### src/hdl/ntwa_pkg.sv
// ----------------------------------------------------------------------------
// ntwa_pkg
// Shared types and constants for the neighbor table with aging.
// ----------------------------------------------------------------------------
package ntwa_pkg;

  localparam int TABLE_DEPTH = 64;
  localparam int IDX_W       = $clog2(TABLE_DEPTH);
  localparam int CNT_W       = IDX_W + 1;

  localparam logic [15:0] HDR_EXPECTED = 16'h0203;
  localparam logic [7:0]  MASTER_FLAG  = 8'h01;
  localparam logic [6:0]  MC_MAX       = 7'd127;
  localparam logic [7:0]  AGE_MAX      = 8'd255;

  typedef enum logic [1:0] {
    ACT_PROBE = 2'd0,
    ACT_TICK  = 2'd1,
    ACT_READ  = 2'd2,
    ACT_NONE  = 2'd3
  } action_e;

  typedef enum logic [2:0] {
    OP_PROBE,
    OP_DROP,
    OP_TICK,
    OP_READ,
    OP_NOP
  } op_e;

  typedef enum logic [2:0] {
    CFG_NODE   = 3'd0,
    CFG_POWER  = 3'd1,
    CFG_BAND   = 3'd2,
    CFG_FREQ   = 3'd3,
    CFG_RATE   = 3'd4,
    CFG_EXTRA  = 3'd5,
    CFG_MASTER = 3'd6,
    CFG_AGE    = 3'd7
  } cfg_idx_e;

  typedef struct packed {
    logic [7:0]  node;
    logic [3:0]  power;
    logic [1:0]  band;
    logic [31:0] freq;
    logic [2:0]  rate;
    logic [7:0]  extra;
    logic        master;
    logic [7:0]  age_limit;
  } cfg_t;

  typedef struct packed {
    op_e         op;
    logic [7:0]  node;
    logic [31:0] address;
    logic [7:0]  power;
    logic [7:0]  band;
    logic [31:0] freq;
    logic [7:0]  rate;
    logic [7:0]  extra;
    logic [7:0]  master;
    logic [47:0] mac;
    logic [5:0]  entry_index;
  } item_t;

  typedef struct packed {
    logic [7:0]  node;
    logic [31:0] address;
    logic [7:0]  power;
    logic [7:0]  band;
    logic [31:0] freq;
    logic [7:0]  rate;
    logic [7:0]  extra;
    logic [7:0]  master;
    logic [47:0] mac;
    logic [31:0] heard;
  } slot_t;

  typedef struct packed {
    logic        changed;
    logic        accepted;
    logic        entry_used;
    logic [7:0]  entry_node;
    logic [31:0] entry_address;
    logic [47:0] entry_mac;
    logic [7:0]  entry_age;
    logic        entry_reachable;
    logic [1:0]  entry_reason;
    logic [6:0]  master_total;
  } res_t;

endpackage

### src/hdl/ntwa_front.sv
// ----------------------------------------------------------------------------
// ntwa_front
// Accepts input items and classifies them into queue operations.
// ----------------------------------------------------------------------------
module ntwa_front import ntwa_pkg::*; (
  input  logic        in_valid_i,
  input  logic [1:0]  action_i,
  input  logic [15:0] header_word_i,
  input  logic [7:0]  probe_node_i,
  input  logic [31:0] probe_address_i,
  input  logic [7:0]  probe_power_i,
  input  logic [7:0]  probe_band_i,
  input  logic [31:0] probe_freq_i,
  input  logic [7:0]  probe_rate_i,
  input  logic [7:0]  probe_extra_i,
  input  logic [7:0]  probe_master_i,
  input  logic [47:0] source_mac_i,
  input  logic [5:0]  entry_index_i,
  input  logic [7:0]  local_node_i,
  input  logic        q_full_i,
  output logic        in_stall_o,
  output logic        q_push_o,
  output item_t       q_item_o
);

  op_e op;

  always_comb begin
    unique case (action_e'(action_i))
      ACT_PROBE: begin
        if (header_word_i == HDR_EXPECTED && probe_node_i != local_node_i) begin
          op = OP_PROBE;
        end else begin
          op = OP_DROP;
        end
      end
      ACT_TICK: op = OP_TICK;
      ACT_READ: op = OP_READ;
      default:  op = OP_NOP;
    endcase
  end

  assign in_stall_o = q_full_i;
  assign q_push_o   = in_valid_i & ~q_full_i;

  assign q_item_o = '{op:          op,
                      node:        probe_node_i,
                      address:     probe_address_i,
                      power:       probe_power_i,
                      band:        probe_band_i,
                      freq:        probe_freq_i,
                      rate:        probe_rate_i,
                      extra:       probe_extra_i,
                      master:      probe_master_i,
                      mac:         source_mac_i,
                      entry_index: entry_index_i};

endmodule

### config.mk
export PLATFORM = sky130hd
export DESIGN_NAME = ntwa_front
export DESIGN_NICKNAME = d
export VERILOG_FILES = /design/src/hdl/ntwa_pkg.sv /design/src/hdl/ntwa_front.sv
export SDC_FILE = /design/constraint.sdc
export NUM_CORES = 1
export LEC_CHECK = 0
export BUFFER_PORTS_ARGS = -buffer_cell sky130_fd_sc_hd__buf_2
export CAP_MARGIN = 0
export CORE_AREA = 2 2 140 142
export DETAILED_ROUTE_END_ITERATION = 8
export DIE_AREA = 0 0 142 144
export GPL_ROUTABILITY_DRIVEN = 0
export PLACE_DENSITY = 0.48
export SLEW_MARGIN = 15
export SYNTH_ARGS = -nofsm -noshare
export SYNTH_HDL_FRONTEND = slang
export SYNTH_SLANG_ARGS = --single-unit
### constraint.sdc
create_clock -name vclk -period 3
set_clock_uncertainty 0.1 [all_clocks]
set_input_delay 0.6 -clock vclk [all_inputs]
set_output_delay 0.6 -clock vclk [all_outputs]
set_load 0.005 [all_outputs]
==> impl_metrics.csv, run 1 <==
group,metric,value,unit
status,status,"completed",
grt,grt_max_degree,6,
drt,via_per_inst,2.11,
drt,vias,658,
layout,multi_input_area,201,µm²
floorplanning,fp.coreArea,19100,µm²
floorplanning,chipHeight,144,µm
layout,num-nets-final,272,
sta,setup_tns,0,ps
drt,wl_per_cell,17.9,µm
yosys,yosysUniqueCellTypes,13,
sta,drv_slew,0,
worst_setup_path,path_cells,"buf_2 > xor2_1 > nor4_2 > a211oi_1 > nor2_1 > buf_2",
yosys,synth.largest_area_cell,"buf_4",
sta,fmax,451,MHz
grt,grt_pass1_vias,703,
worst_setup_path,worst_ep_arrival_time,1520,ps
pwr,total_power,0.0582,mW
grt,grt_pass1_wl,6210,µm
layout,num-clock-buffers,0,
pwr,p_sw,0.0263,mW
drt,ant_nets,0,
yosys,synth-warning-count,0,
clocking,cts_hold_buf,0,
job,drv_cap,0,
yosys,syn_area_per_cell,7.62,µm²
sta,relSlewSlack,0.813,
worst_setup_path,endpoint_kind,"output pin",
yosys,synth_common_cells,"buf_4 (167), xor2_1 (8), nor4_2 (4)",
drt,wl,5570,µm
place,post-dp-hpwl,4990,µm
layout,final_util,0.0394,
pwr,sequentialPowerShare,0,
pwr,switching_share,0.452,
worst_setup_path,crit_type,"input pin to output pin",
worst_setup_path,crit_slowest_cell,"nor4_2",
worst_setup_path,start_kind,"input pin",
drt,dr.first_iter.drc_count,13,
floorplanning,io_pins,365,
worst_setup_path,required,2300,ps
worst_setup_path,crit_buf_inv,2,
worst_hold_path,hp-start,"probe_freq_i[27]",
clocking,postCtsSetupBuffers,0,
sta,fin_crit,2220,ps
sta,hold_viol_final,0,
sta,worst_pin_slew,279,ps
worst_setup_path,crit_path_frequent_cell,"buf_2",
layout,syn_to_final_growth,-48.6,%
pwr,power.internal,0.0319,mW
worst_setup_path,critPathMaxFanout,1,
pwr,p_clk_frac,0,
floorplanning,row_count,51,
layout,seq_area,0,µm²
sta,rsz0062_at_grt,"false",
pwr,p_comb_frac,1.000,
worst_hold_path,min_to,"q_item_o[105]",
yosys,yosysMostFrequentCell,"buf_4",
place,io_buffers,49,
worst_hold_path,hp-class,"input pin to output pin",
pwr,powerDensity,77.4,nW/µm²
layout,antennaDiodeCount,0,
sta,finalSetupViolCount,0,
worst_setup_path,crit_path_max_incr_delay,330,ps
drt,drc,0,
drt,dr.pass1.iters,2,
yosys,syn_area,1460,µm²
yosys,synthCells,192,
yosys,ys_seq_area_frac,0,
floorplanning,start_util,0.0767,
sta,finalCritPeriodShare,0.739,
grt,globalRouteTotalUtil,0.0467,
floorplanning,die_w,142,µm
grt,antenna_found_initial,0,
worst_setup_path,crit_start,"local_node_i[7]",
layout,drive_above_1_share,0.730,
worst_setup_path,critPathTopFamily,"simple AND/OR/NAND/NOR gates",
clocking,cts_resized,0,
yosys,yosysTopAreaCellShare,0.857,
grt,overflow,0,
layout,n_fill_cell,2238,
worst_hold_path,hold_depth,0,
yosys,synth_area_leaders,"buf_4 (86%), xor2_1 (4.8%), nor4_2 (3.4%)",
pwr,p_leak,0.270,nW
layout,seq_cell_count,0,
floorplanning,fp.dieArea,20400,µm²
pwr,vdd_drop_max,0.0000191,V
yosys,syn-num-nets,388,
## layout by cell type, fill, tap and decap left out
cell / n
o21ai_0: 1
nand2_1: 1
ha_1: 2
nor2b_1: 1
nor3_1: 1
nor4b_2: 1
inv_1: 2
nand3_1: 2
xor2_1: 8
nor2_1: 1
buf_2: 49
a211oi_1: 1
nor4_2: 4
## cells by family after synthesis
family / share of synthesized area
fa+ha+maj: 0.0171
xor+xnor: 0.0479
compound gates: 0.00855
simple gates: 0.0642
buf+inv: 0.862
## final cells by class
type / count / area share
Multi-Input combinational cell: 23 / 0.268
Tap cell: 238 / 0.396
Inverter: 2 / 0.00998
Timing Repair Buffer: 49 / 0.326
## how the worst max path moves through the flow
stage,depth (start not counted),endpoint
floorplan,4,q_item_o[166]
global placement,6,q_item_o[166]
detailed placement,6,q_item_o[166]
CTS,6,q_item_o[166]
global route,6,q_item_o[166]
finish,6,q_item_o[166]
## metal layers
layer,part of all wire,GRT usage
met2,0.45,0.0753
met4,0.13,0.0611
met1,0.053,0.00518
met5,0,0
met3,0.37,0.0758
## power groups by stage
stage / clock (mW) / combinational (mW) / sequential, mW
after global routing: 0 / 0.0644 / 0
final: 0 / 0.0582 / 0
after CTS: 0 / 0.0595 / 0
after detailed placement: 0 / 0.0592 / 0
after floorplan: 0 / 0.197 / 0
after global placement: 0 / 0.0592 / 0
## metrics by stage
step           worst slack [ps]  hold slack (ps)  instance area [µm²]  std cells
3_3_place_gp                748             1100                  752        312
6_report                    783             1100                  752        312
2_1_floorplan              1100             1130                 1460        192
4_1_cts                     737             1100                  752        312
5_1_grt                     657             1100                  752        312
3_5_place_dp                742             1100                  752        312
(Power assumes the default switching activity.)
==> inputs of run 2 (changes only) <==
--- a/config.mk
+++ b/config.mk
@@ -7,11 +7,11 @@
 export LEC_CHECK = 0
 export BUFFER_PORTS_ARGS = -buffer_cell sky130_fd_sc_hd__buf_2
 export CAP_MARGIN = 0
-export CORE_AREA = 2 2 140 142
+export CORE_AREA = 2 2 143 145
 export DETAILED_ROUTE_END_ITERATION = 8
-export DIE_AREA = 0 0 142 144
+export DIE_AREA = 0 0 145 147
 export GPL_ROUTABILITY_DRIVEN = 0
-export PLACE_DENSITY = 0.48
+export PLACE_DENSITY = 0.47
 export SLEW_MARGIN = 15
 export SYNTH_ARGS = -nofsm -noshare
 export SYNTH_HDL_FRONTEND = slang
==> constraint.sdc (replaced) <==
create_clock -name vclk -period 2.25
set_clock_uncertainty 0.1 [all_clocks]
set_input_delay 0.45 -clock vclk [all_inputs]
set_output_delay 0.45 -clock vclk [all_outputs]
set_load 0.005 [all_outputs]
==> run 2 against run 1 <==
  * Clock-buffer cell count unchanged
  * Core utilization about the same
  * First-iteration DRC count decreased by 31%
  * Worst setup slack got worse by 440 ps
  * Global-route usage decreased by 0.58 points
  * Largest power group unchanged
  * Largest cell class unchanged
  * Critical endpoint unchanged
==> impl_metrics.csv, run 2 (synthesis results as in run 1) <==
group,metric,value,unit
floorplanning,start_util,0.0737,
layout,num-nets-final,272,
pwr,p_sw,0.0356,mW
drt,vias,660,
grt,antenna_found_initial,0,
sta,setup_tns,0,ps
drt,wl,4990,µm
layout,seq_cell_count,0,
status,status,"completed",
pwr,p_comb_frac,1.000,
grt,grt_pass1_vias,727,
worst_setup_path,required,1700,ps
drt,drc,0,
sta,hold_slack,800,ps
floorplanning,io_pins,365,
pwr,switching_share,0.456,
drt,dr.first_iter.drc_count,9,
layout,final_cell_area,792,µm²
place,placed_area,792,µm²
place,pre_cts_ws,325,ps
layout,num-clock-buffers,0,
floorplanning,fp.coreArea,19800,µm²
sta,worst_pin_slew,262,ps
worst_setup_path,critPathMaxFanout,1,
worst_setup_path,crit_type,"input pin to output pin",
sta,relSlewSlack,0.824,
floorplanning,fp.dieArea,21300,µm²
sta,rsz0062_at_grt,"false",
grt,overflow,0,
place,post-dp-hpwl,4580,µm
drt,ant_nets,0,
drt,dr.pass1.iters,2,
pwr,power.internal,0.0425,mW
floorplanning,row_count,52,
worst_setup_path,endpoint_kind,"output pin",
pwr,total_power,0.0782,mW
sta,hold_viol_final,0,
clocking,cts_hold_buf,0,
layout,n_fill_cell,2364,
sta,fin_crit,1900,ps
sta,drv_slew,0,
sta,setup_ws,348,ps
worst_setup_path,start_kind,"input pin",
clocking,cts_resized,0,
floorplanning,die_w,145,µm
pwr,sequentialPowerShare,0,
sta,finalCritPeriodShare,0.846,
layout,finalNonFillerCells,344,
place,place_inst,344,
sta,finalSetupViolCount,0,
layout,final_util,0.0399,
pwr,p_clk_frac,0,
layout,final_common_cell,"buf_2",
layout,drive_above_1_share,0.730,
clocking,postCtsSetupBuffers,0,
drt,via_per_inst,1.92,
place,io_buffers,49,
sta,fmax,526,MHz
layout,mostFrequentLayoutCells,"buf_2 (49), xor2_1 (8), nor4_2 (4)",
layout,antennaDiodeCount,0,
grt,grt_pass1_wl,5910,µm
grt,globalRouteTotalUtil,0.0409,
pwr,vdd_drop_max,0.0000318,V
drt,wl_per_cell,14.5,µm
layout,syn_to_final_growth,-45.9,%
pwr,powerDensity,98.7,nW/µm²
floorplanning,chipHeight,147,µm
layout,seq_area,0,µm²
worst_hold_path,hp-class,"input pin to output pin",
grt,grt_max_degree,6,
job,drv_cap,0,
pwr,p_leak,0.270,nW
layout,multi_input_area,201,µm²
worst_setup_path,worst_ep_arrival_time,1350,ps
[run 2: cell counts in the layout (fill, tap and decap cells not counted)]
No cell type changed its count.
[run 2: metal layers]
layer / vias to the layer above / routed length (µm) / GRT usage
li1: 190 / - / -
met1: 211 / 344 / 0.00677
met2: 191 / 2490 / 0.0767
met3: 68 / 1670 / 0.0599
met4: 0 / 486 / 0.0351
met5: - / 0 / 0
[run 2: worst max-delay path, stage by stage]
cell      delay (ps)
buf_2            100
xor2_1           160
nor4_2           320
a211oi_1         120
nor2_1           100
buf_2            110
[run 2: power by group through the flow]
stage / Clock [mW] / Combinational, mW / Sequential, mW
global route: 0 / 0.0867 / 0
global placement: 0 / 0.0797 / 0
floorplan: 0 / 0.262 / 0
finish: 0 / 0.0782 / 0
CTS: 0 / 0.0799 / 0
detailed placement: 0 / 0.0796 / 0
[run 2: worst paths after layout]
kind	endpoint	depth (start not counted)	start
worst max-delay path	q_item_o[166]	6	local_node_i[7]
worst min-delay path	q_item_o[100]	0	probe_freq_i[22]
[run 2: area by class of cell]
type,instances,area share
Inverter,2,0.00948
Multi-Input combinational cell,23,0.254
Tap cell,270,0.427
Timing Repair Buffer,49,0.310
