[src/hdl/ntwa_pkg.sv]
// ----------------------------------------------------------------------------
// ntwa_pkg
// Shared types and constants for the neighbor table with aging.
// ----------------------------------------------------------------------------
package ntwa_pkg;

  localparam int TABLE_DEPTH = 64;
  localparam int IDX_W       = $clog2(TABLE_DEPTH);
  localparam int CNT_W       = IDX_W + 1;

  localparam logic [15:0] HDR_EXPECTED = 16'h0203;
  localparam logic [7:0]  MASTER_FLAG  = 8'h01;
  localparam logic [6:0]  MC_MAX       = 7'd127;
  localparam logic [7:0]  AGE_MAX      = 8'd255;

  typedef enum logic [1:0] {
    ACT_PROBE = 2'd0,
    ACT_TICK  = 2'd1,
    ACT_READ  = 2'd2,
    ACT_NONE  = 2'd3
  } action_e;

  typedef enum logic [2:0] {
    OP_PROBE,
    OP_DROP,
    OP_TICK,
    OP_READ,
    OP_NOP
  } op_e;

  typedef enum logic [2:0] {
    CFG_NODE   = 3'd0,
    CFG_POWER  = 3'd1,
    CFG_BAND   = 3'd2,
    CFG_FREQ   = 3'd3,
    CFG_RATE   = 3'd4,
    CFG_EXTRA  = 3'd5,
    CFG_MASTER = 3'd6,
    CFG_AGE    = 3'd7
  } cfg_idx_e;

  typedef struct packed {
    logic [7:0]  node;
    logic [3:0]  power;
    logic [1:0]  band;
    logic [31:0] freq;
    logic [2:0]  rate;
    logic [7:0]  extra;
    logic        master;
    logic [7:0]  age_limit;
  } cfg_t;

  typedef struct packed {
    op_e         op;
    logic [7:0]  node;
    logic [31:0] address;
    logic [7:0]  power;
    logic [7:0]  band;
    logic [31:0] freq;
    logic [7:0]  rate;
    logic [7:0]  extra;
    logic [7:0]  master;
    logic [47:0] mac;
    logic [5:0]  entry_index;
  } item_t;

  typedef struct packed {
    logic [7:0]  node;
    logic [31:0] address;
    logic [7:0]  power;
    logic [7:0]  band;
    logic [31:0] freq;
    logic [7:0]  rate;
    logic [7:0]  extra;
    logic [7:0]  master;
    logic [47:0] mac;
    logic [31:0] heard;
  } slot_t;

  typedef struct packed {
    logic        changed;
    logic        accepted;
    logic        entry_used;
    logic [7:0]  entry_node;
    logic [31:0] entry_address;
    logic [47:0] entry_mac;
    logic [7:0]  entry_age;
    logic        entry_reachable;
    logic [1:0]  entry_reason;
    logic [6:0]  master_total;
  } res_t;

endpackage

[src/hdl/ntwa_queue.sv]
// ----------------------------------------------------------------------------
// ntwa_queue
// Two-entry queue between the front and the back engine.
// ----------------------------------------------------------------------------
module ntwa_queue import ntwa_pkg::*; (
  input  logic  clk_i,
  input  logic  rst_ni,
  input  logic  push_i,
  input  item_t item_i,
  output logic  full_o,
  input  logic  pop_i,
  output logic  valid_o,
  output item_t item_o
);

  item_t      buf_q [2];
  logic       wr_q, rd_q;
  logic [1:0] cnt_q;

  assign full_o  = (cnt_q == 2'd2);
  assign valid_o = (cnt_q != 2'd0);
  assign item_o  = buf_q[rd_q];

  always_ff @(posedge clk_i) begin
    if (push_i) begin
      buf_q[wr_q] <= item_i;
    end
  end

  always_ff @(posedge clk_i or negedge rst_ni) begin
    if (!rst_ni) begin
      wr_q  <= 1'b0;
      rd_q  <= 1'b0;
      cnt_q <= 2'd0;
    end else begin
      if (push_i) wr_q <= ~wr_q;
      if (pop_i)  rd_q <= ~rd_q;
      case ({push_i, pop_i})
        2'b10:   cnt_q <= cnt_q + 2'd1;
        2'b01:   cnt_q <= cnt_q - 2'd1;
        default: cnt_q <= cnt_q;
      endcase
    end
  end

endmodule

[config.mk]
export PLATFORM = sky130hd
export DESIGN_NAME = ntwa_queue
export DESIGN_NICKNAME = d
export VERILOG_FILES = /design/src/hdl/ntwa_pkg.sv /design/src/hdl/ntwa_queue.sv
export SDC_FILE = /design/constraint.sdc
export NUM_CORES = 1
export LEC_CHECK = 0
export BUFFER_PORTS_ARGS = -buffer_cell sky130_fd_sc_hd__buf_2
export CAP_MARGIN = 25
export CORE_AREA = 3 3 196 198
export DETAILED_ROUTE_END_ITERATION = 8
export DIE_AREA = 0 0 199 201
export PLACE_DENSITY = 0.54
export SYNTH_ARGS = -nofsm -noshare
export SYNTH_HDL_FRONTEND = slang
export SYNTH_SLANG_ARGS = --single-unit
export TNS_END_PERCENT = 5
[constraint.sdc]
create_clock -name clk_i -period 16.42 [get_ports clk_i]
set_input_delay 3.284 -clock clk_i [delete_from_list [all_inputs] [get_ports clk_i]]
set_output_delay 3.284 -clock clk_i [all_outputs]
set_load 0.02 [all_outputs]
==> impl_metrics.ini, run 1 <==
[die]
dieArea_um2 = 40000
rows = 70
pin_count = 344
core_um2 = 36700
die_w_um = 199
floorplan.initialDensity_pct = 34.84
die_h_um = 201

[timing]
setup_viol_count_final = 0
hold_violations = 0
fmax_mhz = 157.5
timing.final.crit_share_pct = 38.66
slew_headroom_pct = 33.62
slew_violations = 0
period_needed_ps = 6347
fin_tns_setup_ps = 0
skew_ps = 17.49
worst_pin_slew_ps = 995.8
rsz0062_at_grt = no

[worst_setup_path]
slowest_stage = dfrtp_4
critPathTopFamily = flip-flops
crit_path_start_kind = register
cp_cell_sequence = buf_4 > mux2_4 > buf_2
path_buf_inv = 2
required_ps = 13140
cp_max_fo = 65
path_class = reg2out
cp.arrival_ps = 3060
worstSetupEndpointType = output port
r2r_slack_ps = 14180
cpPeakStageDelay_ps = 1050

[pwr]
pwr-share-seq_pct = 41.1
power_frac_comb_pct = 32.2
p_per_area_nw_per_um2 = 183.9
switching_share_pct = 31.64
netSwitchingPower_mw = 0.9447
ir_drop_uv = 116.8
clock_power_share_pct = 26.7
leakage_nw = 6.328
p_int_mw = 2.041

[yosys]
synth_nets = 716
synth_xor_area_share_pct = 0.3425
ys_seq_area_share_pct = 80.17
ys_seq_elements = 342
synth-simple-area-share_pct = 0.2055
ys_types = 14
synth_fa_ha_area_share_pct = 0.09787
syn_inst = 542
synthMuxAreaShare_pct = 17.82
synth_compound_area_share_pct = 0
yosysWarnings = 0
synth_top_family_by_area = multiplexers
syn_avg_cell_area_um2 = 23.59
netlist_area_um2 = 12780

[clocking]
clk_pin_slew_ps = 60
post_cts.repair.setup_buffers = 0
clk_path_buf_depth = 3
insertion_delay_ps = 540
cts_root_buffer = clkbuf_16
hold_buffers = 0
htreeDepth = 2
cts_made_buffers = 38
cts_tree = yes
cts_resized = 0
clock_sinks = 342

[placement]
gp_congestion = 0.7029
io_buffers = 343
dp_hpwl_um = 17570
dpl_cell_area_um2 = 14980

[global_routing]
grt_pass1_vias = 6524
antenna_found_initial = 9
grt_max_degree = 73
overflow = 0
grt_usage_pct = 13.02
grt_pass1_wl_um = 39360

[routing]
ant_nets = 0
vias = 6312
drtIter0Drc = 251
wire_per_inst_um = 18.81
routed_via_density = 4.461
drt-pass1-iter-count = 4
detail_route.wirelength_um = 26620
route.detailed.drc = 0

[hold_path]
min_path_type = reg2reg

[final_layout]
post-route-cell-area_um2 = 16230
syn_to_final_growth_pct = 26.98
drive_above_1_share_pct = 60.76
nets = 1089

[job]
drv_cap = 0

[run_status]
outcome = finished clean
[layout make-up]
cell class | instances | area (µm²)
antenna | 4 | 10.01
clock buffer | 52 | 1025
clock inverter | 16 | 148.9
fill | 3224 | 20460
inverter | 1 | 3.754
multi-input combinational | 180 | 2371
sequential | 342 | 10250
tap | 468 | 585.6
timing repair buffer | 352 | 1837
[power by group through the flow]
stage               Clock [mW]  Sequential (mW)  Combinational (mW)
floorplan                    0             1.24               0.721
global placement             0             1.25               0.975
detailed placement           0             1.25               0.974
CTS                      0.826             1.23               0.977
global route             0.865             1.25                1.03
finish                   0.797             1.23               0.961
[layout by cell type, fill, tap and decap left out, types with 2 or more instances in the layout]
master / count
mux2_4: 100
xnor2_1: 2
clkinv_8: 2
buf_16: 2
clkinv_1: 7
diode_2: 4
edfxtp_1: 338
clkbuf_16: 39
xor2_1: 3
clkbuf_1: 13
bufinv_16: 2
dfrtp_1: 3
mux2_2: 69
clkinv_2: 3
buf_2: 343
clkinvlp_4: 2
buf_4: 6
[synthesized netlist by cell type (all sizes together)]
| master | n | share of area, % |
|---|---|---|
| edfxtp | 338 | 79 |
| xor2 | 3 | 0.21 |
| or2 | 1 | 0.049 |
| dfrtp | 4 | 0.78 |
| buf | 19 | 1.3 |
| nor2b | 1 | 0.049 |
| nor2 | 2 | 0.059 |
| and2 | 1 | 0.049 |
| inv | 1 | 0.029 |
| ha | 1 | 0.098 |
| xnor2 | 2 | 0.14 |
| mux2 | 169 | 18 |
[state kept, by name, summed over array words and instances, names as in the netlist]
| signal | count |
|---|---|
| rd_q | 1 |
| wr_q | 1 |
| cnt_q | 2 |
| buf_q | 338 |
[cell families (layout without fill, tap and decap cells)]
kind of cell               count (synthesis)  in the layout
adders and majority gates                  1              1
buffers and inverters                     20            421
xor gates and xnor gates                   5              5
and+or+nand+nor                            5              5
DFF                                      342            342
muxes                                    169            169
other                                      0              4
[stage by stage]
stage	hold WS, ps	std cells	total power, mW	utilization, %	setup WS, ps
after CTS	488.1	1408	3.035	44.01	9850
after global routing	504.1	1413	3.138	44.22	9863
after detailed placement	476.5	1340	2.225	40.81	10460
after floorplan	447.4	542	1.964	-	5297
after global placement	465.0	1340	2.221	40.81	10450
final	480.5	1415	2.986	44.24	10070
[path summary, 6_finish.rpt]
kind,from,to,cells after the start
max,rd_q,item_o[62],3
min,cnt_q[1],cnt_q[1],1
max reg2reg,wr_q,buf_q[1][141],2
min reg2reg,cnt_q[1],cnt_q[1],1
max in group asynchronous,rst_ni,rd_q,1
min in group asynchronous,rst_ni,cnt_q[0],1
[routing by layer]
metal  global-route usage (%)  wire length, µm
met3                    7.167             3132
met5                        0               66
met2                    20.05            12280
met4                    4.292              694
met1                    15.56            10450
Note: power is estimated with default switching activity, not from simulation.
==> run 2: changes to the inputs <==
Clock period 16.42 ns to 6.45 ns, I/O delays scaled along.
==> run 2 against run 1 <==
Via count grew 0.44%. First-iteration DRC count rose by 28%. Die area unchanged. Sequential power rose to 2.5 times the previous value. Global-route usage decreased by 0.26 points. Non-clock buffer count is 1 lower. Largest cell class unchanged. Wire length shrank 1.5%.
==> impl_metrics.ini, run 2 (same netlist as run 1, synthesis figures left out) <==
[global_routing]
grt_pass1_wl_um = 38920
grt_max_degree = 88
grt_usage_pct = 12.76
grt_pass1_vias = 6529
overflow = 0
antenna_found_initial = 1

[routing]
routed_via_density = 4.503
routed.top_layer = met5
vias = 6340
drtIter0Drc = 321
route.met2.wl_um = 12170
detail_route.wirelength_um = 26220
route.detailed.drc = 0
routedLengthMet1_um = 10960
route.met3.wl_um = 2421
wire_per_inst_um = 18.62
drt-pass1-iter-count = 4
ant_nets = 0

[final_layout]
syn_to_final_growth_pct = 26.43
drive_above_1_share_pct = 61.13
top_regs = buf_q x338, cnt_q x2
nets = 1088
largest_register = buf_q
largest_register_ffs = 338
final_cell_mix = buf_2 (343), edfxtp_1 (338), mux2_4 (100)
final_cell_count_no_fill = 1408
final_common_cell = buf_2

[clocking]
cts_resized = 0
clk_pin_slew_ps = 60
insertion_delay_ps = 520
post_cts.repair.setup_buffers = 0
cts_root_buffer = clkbuf_16
clock_sinks = 342
htreeDepth = 2
hold_buffers = 0
cts_tree = yes
clk_path_buf_depth = 3
cts_made_buffers = 38

[die]
rows = 70
die_h_um = 201
floorplan.initialDensity_pct = 34.84
core_um2 = 36700
dieArea_um2 = 40000
pin_count = 344
die_w_um = 199

[timing]
skew_ps = 8.800
fmax_mhz = 247.8
timing.final.crit_share_pct = 62.57
rsz0062_at_grt = no
slew_violations = 0
worst_pin_slew_ps = 990.9
period_needed_ps = 4036
hold_violations = 0
setup_viol_count_final = 0
fin_tns_setup_ps = 0
slew_headroom_pct = 33.94

[placement]
io_buffers = 343
dp_hpwl_um = 17450
gp_congestion = 0.7173
placedCellCount = 1342

[worst_setup_path]
path_class = reg2out
cpPeakStageDelay_ps = 850
slowest_stage = dfrtp_4
crit_path_start_kind = register
worstSetupEndpointType = output port
cp_max_fo = 43
required_ps = 5160
cp_cell_sequence = buf_4 > mux2_4 > buf_2
cp.arrival_ps = 2750

[pwr]
p_per_area_nw_per_um2 = 466.1
leakage_nw = 6.315
ir_drop_uv = 257.6

[hold_path]
min_path_type = reg2reg

[run_status]
outcome = finished clean

[job]
drv_cap = 0
==> run 2: changes by cell type in the layout (fill, tap and decap cells not counted) <==
| cell | delta |
|---|---|
| clkbuf_1 | -4 |
| clkinv_8 | -2 |
| buf_4 | +1 |
| bufinv_16 | -1 |
| diode_2 | -3 |
| clkbuf_16 | +2 |
| clkinv_1 | -1 |
| buf_16 | -2 |
| clkinv_4 | +1 |
| clkinvlp_4 | -1 |
| clkinv_2 | +3 |
==> run 2: where the power goes <==
| group | switching, mW | internal (mW) |
|---|---|---|
| Sequential | 0.160 | 2.95 |
| Combinational | 1.40 | 1.03 |
| Clock | 0.797 | 1.19 |
==> run 2: area by class of cell <==
cell class | instances | area, µm²
antenna | 1 | 2.502
clock buffer | 50 | 1060
clock inverter | 15 | 98.84
fill | 3294 | 20530
inverter | 1 | 3.754
multi-input combinational | 180 | 2371
sequential | 342 | 10250
tap | 468 | 585.6
timing repair buffer | 351 | 1789
==> run 2: per-layer routing <==
metal	up-vias	track usage, %
li1	2914	-
met1	3138	16.20
met2	236	20.21
met3	50	4.481
met4	2	4.744
met5	-	0
==> run 2: metrics by stage <==
stage | hold WS [ps] | util [%] | setup slack (ps) | total power, mW | instance area, µm²
finish | 497.1 | 44.05 | 2414 | 7.534 | 16160
global route | 528.1 | 44.04 | 2294 | 7.897 | 16160
CTS | 491.3 | 44.04 | 2365 | 7.672 | 16160
detailed placement | 468.8 | 40.88 | 2955 | 5.644 | 15000
global placement | 467.6 | 40.88 | 2999 | 5.628 | 15000
floorplan | 447.4 | - | 280.5 | 4.971 | 12790
==> run 2: final timing paths <==
check	startpoint	end	slack, ps	cells after the start
setup / recovery	rd_q	item_o[65]	2410	3
hold / removal	cnt_q[1]	cnt_q[1]	500	1
setup reg to reg	wr_q	buf_q[1][167]	4120	2
hold reg to reg	cnt_q[1]	cnt_q[1]	500	1
max in group asynchronous	rst_ni	rd_q	5760	1
min in group asynchronous	rst_ni	wr_q	560	1
==> run 2: critical path, delay by kind of cell, from the launching register on <==
| family | cells | cell delay [ps] |
|---|---|---|
| flip-flops | 1 | 850 |
| buffers and inverters | 2 | 880 |
| multiplexers | 1 | 350 |
==> run 3: changes to the inputs <==
Settings changed: ABC_AREA from default to 1, PLACE_DENSITY 0.54 to 0.57.
Clock period 6.45 ns to 3.4 ns, I/O delays scaled along.
==> run 3 against run 2 <==
Power rose by 90%. Highest routed layer unchanged. Die area unchanged. Via count increased by 22%. Critical path type unchanged.
==> impl_metrics.ini, run 3 <==
[run_status]
outcome = finished clean

[routing]
vias = 7751
wire_per_inst_um = 15.38
drtIter0Drc = 325
routed_via_density = 4.382
route.detailed.drc = 0
ant_nets = 0
drt-pass1-iter-count = 4
detail_route.wirelength_um = 27200

[timing]
slew_headroom_pct = 53.59
fmax_mhz = 339.4
setup_viol_count_final = 0
slew_violations = 0
period_needed_ps = 2946
worst_pin_slew_ps = 696.2
skew_ps = 14.61
timing.final.crit_share_pct = 86.65
rsz0062_at_grt = no
hold_violations = 0
holdWs_ps = 342.0

[yosys]
yosys.area.top_type_share_pct = 78.98
syn_inst = 907
synth_area_leaders = edfxtp_1 (79%), inv_1 (5.1%), nand2_1 (5.1%)
ys_seq_elements = 342
ys_types = 17
yosysWarnings = 0
synthFlopType = edfxtp_1
ys_seq_area_share_pct = 79.76
post-synth-top-count-cell = edfxtp_1
synth_nets = 1081
async_flop_share_pct = 1.170
synth_common_cells = edfxtp_1 (338), inv_1 (175), nand2_1 (175), o21ai_0 (114), o21ai_1 (55)
synth_edf_count = 338
syn_avg_cell_area_um2 = 14.17
netlist_area_um2 = 12850
yosysTopAreaCell = edfxtp_1

[global_routing]
grt_usage_pct = 13.21
grt_max_degree = 77
grt_pass1_vias = 7569
antenna_found_initial = 6
overflow = 0
grt_pass1_wl_um = 40860

[die]
die_w_um = 199
pin_count = 344
rows = 70
dieArea_um2 = 40000
die_h_um = 201
core_um2 = 36700
floorplan.initialDensity_pct = 35.02

[final_layout]
drive_above_1_share_pct = 32.26
final_cell_count_no_fill = 1769
nets = 1448
largest_register_ffs = 338
top_regs = buf_q x338, cnt_q x2
largest_register = buf_q
syn_to_final_growth_pct = 26.48
final_common_cell = buf_2
final_cell_mix = buf_2 (343), edfxtp_1 (338), nand2_1 (174)

[pwr]
pwr-share-seq_pct = 41.2
power_frac_comb_pct = 33.2
p_per_area_nw_per_um2 = 878.9
switching_share_pct = 35.83
clock_power_share_pct = 25.6
ir_drop_uv = 486.7
leakage_nw = 6.878
netSwitchingPower_mw = 5.119
p_int_mw = 9.166

[worst_setup_path]
crit_path_start_kind = register
cp_cell_sequence = buf_4 > nand2_1 > o21ai_0 > buf_2
cp.arrival_ps = 2270
cpPeakStageDelay_ps = 880
path_class = reg2out
worstSetupEndpointType = output port
required_ps = 2720
cp_max_fo = 56
slowest_stage = dfrtp_4

[clocking]
clk_pin_slew_ps = 60
cts_tree = yes
clk_path_buf_depth = 3
insertion_delay_ps = 520
cts_root_buffer = clkbuf_16
clock_sinks = 342
htreeDepth = 2
cts_made_buffers = 37

[placement]
placedCellCount = 1702
dp_hpwl_um = 18790
io_buffers = 343
gp_congestion = 0.7370

[job]
drv_cap = 0

[hold_path]
min_path_type = in2reg
==> run 3: cell families (layout without fill, tap and decap cells) <==
logic type | Yosys count | in the layout | share of synthesized area [%]
AOI/OAI and AO/OA | 169 | 169 | 6.582
and+or+nand+nor | 179 | 179 | 5.258
buffers and inverters | 213 | 605 | 8.100
adders and majority gates | 1 | 1 | 0.09735
xor gates and xnor gates | 3 | 3 | 0.2045
other | 0 | 2 | 0
DFF | 342 | 342 | 79.76
==> run 3: stage by stage <==
| step | worst slack (ps) | utilization [%] | TNS [ps] | power (mW) | cell area [µm²] |
|---|---|---|---|---|---|
| 6_report | 454.0 | 44.29 | 0 | 14.29 | 16250 |
| 3_5_place_dp | 962.7 | 41.26 | 0 | 10.84 | 15140 |
| 5_1_grt | 211.9 | 44.29 | 0 | 15.13 | 16250 |
| 3_3_place_gp | 945.1 | 41.26 | 0 | 10.79 | 15140 |
| 2_1_floorplan | -221.6 | - | -72940 | 9.202 | 12890 |
| 4_1_cts | 361.5 | 44.28 | 0 | 14.56 | 16250 |
==> run 3: power by group through the flow <==
stage / Sequential, mW / Combinational (mW) / Clock, mW
after global placement: 5.96 / 4.83 / 0
final: 5.88 / 4.74 / 3.66
after detailed placement: 5.98 / 4.85 / 0
after floorplan: 5.90 / 3.30 / 0
after global routing: 5.97 / 5.21 / 3.95
after CTS: 5.90 / 4.86 / 3.80
==> run 3: what timing repair did <==
action	4_1_cts	5_1_grt
hold buffers	1	0
hold endpoints to repair	4	0
setup endpoints to repair	0	0
buffers inserted	0	0
gates resized for setup	0	0
==> run 3: path summary, 6_finish.rpt <==
kind                       startpoint       endpoint  slack [ps]  depth (start not counted)
max                              rd_q     item_o[11]         450                          4
min                        item_i[55]   buf_q[1][55]         340                          1
max reg2reg                      wr_q  buf_q[0][152]        1650                          2
min reg2reg                  cnt_q[1]       cnt_q[1]         470                          2
max in group asynchronous      rst_ni           rd_q        2760                          2
min in group asynchronous      rst_ni       cnt_q[0]         490                          2
==> run 3: layer usage <==
layer  vias up  wire (µm)  track usage (%)
li1       3802          -                -
met5         -         60                0
met2       246      13260            22.21
met4         8        775            5.597
met1      3637      10740            15.31
met3        58       2357            4.616
==> run 3: critical path, delay by kind of cell, from the launching register on <==
family | cells | cell delay [ps]
compound gates | 1 | 110
flops | 1 | 880
buf+inv | 2 | 650
simple gates | 1 | 80
==> run 3: area by class of cell <==
cell class	instances	area (µm²)
antenna	2	5.005
sequential	342	10250
tap	468	585.6
multi-input combinational	352	1584
clock inverter	20	146.4
fill	3369	20440
inverter	175	673.1
clock buffer	44	952.2
timing repair buffer	366	2054
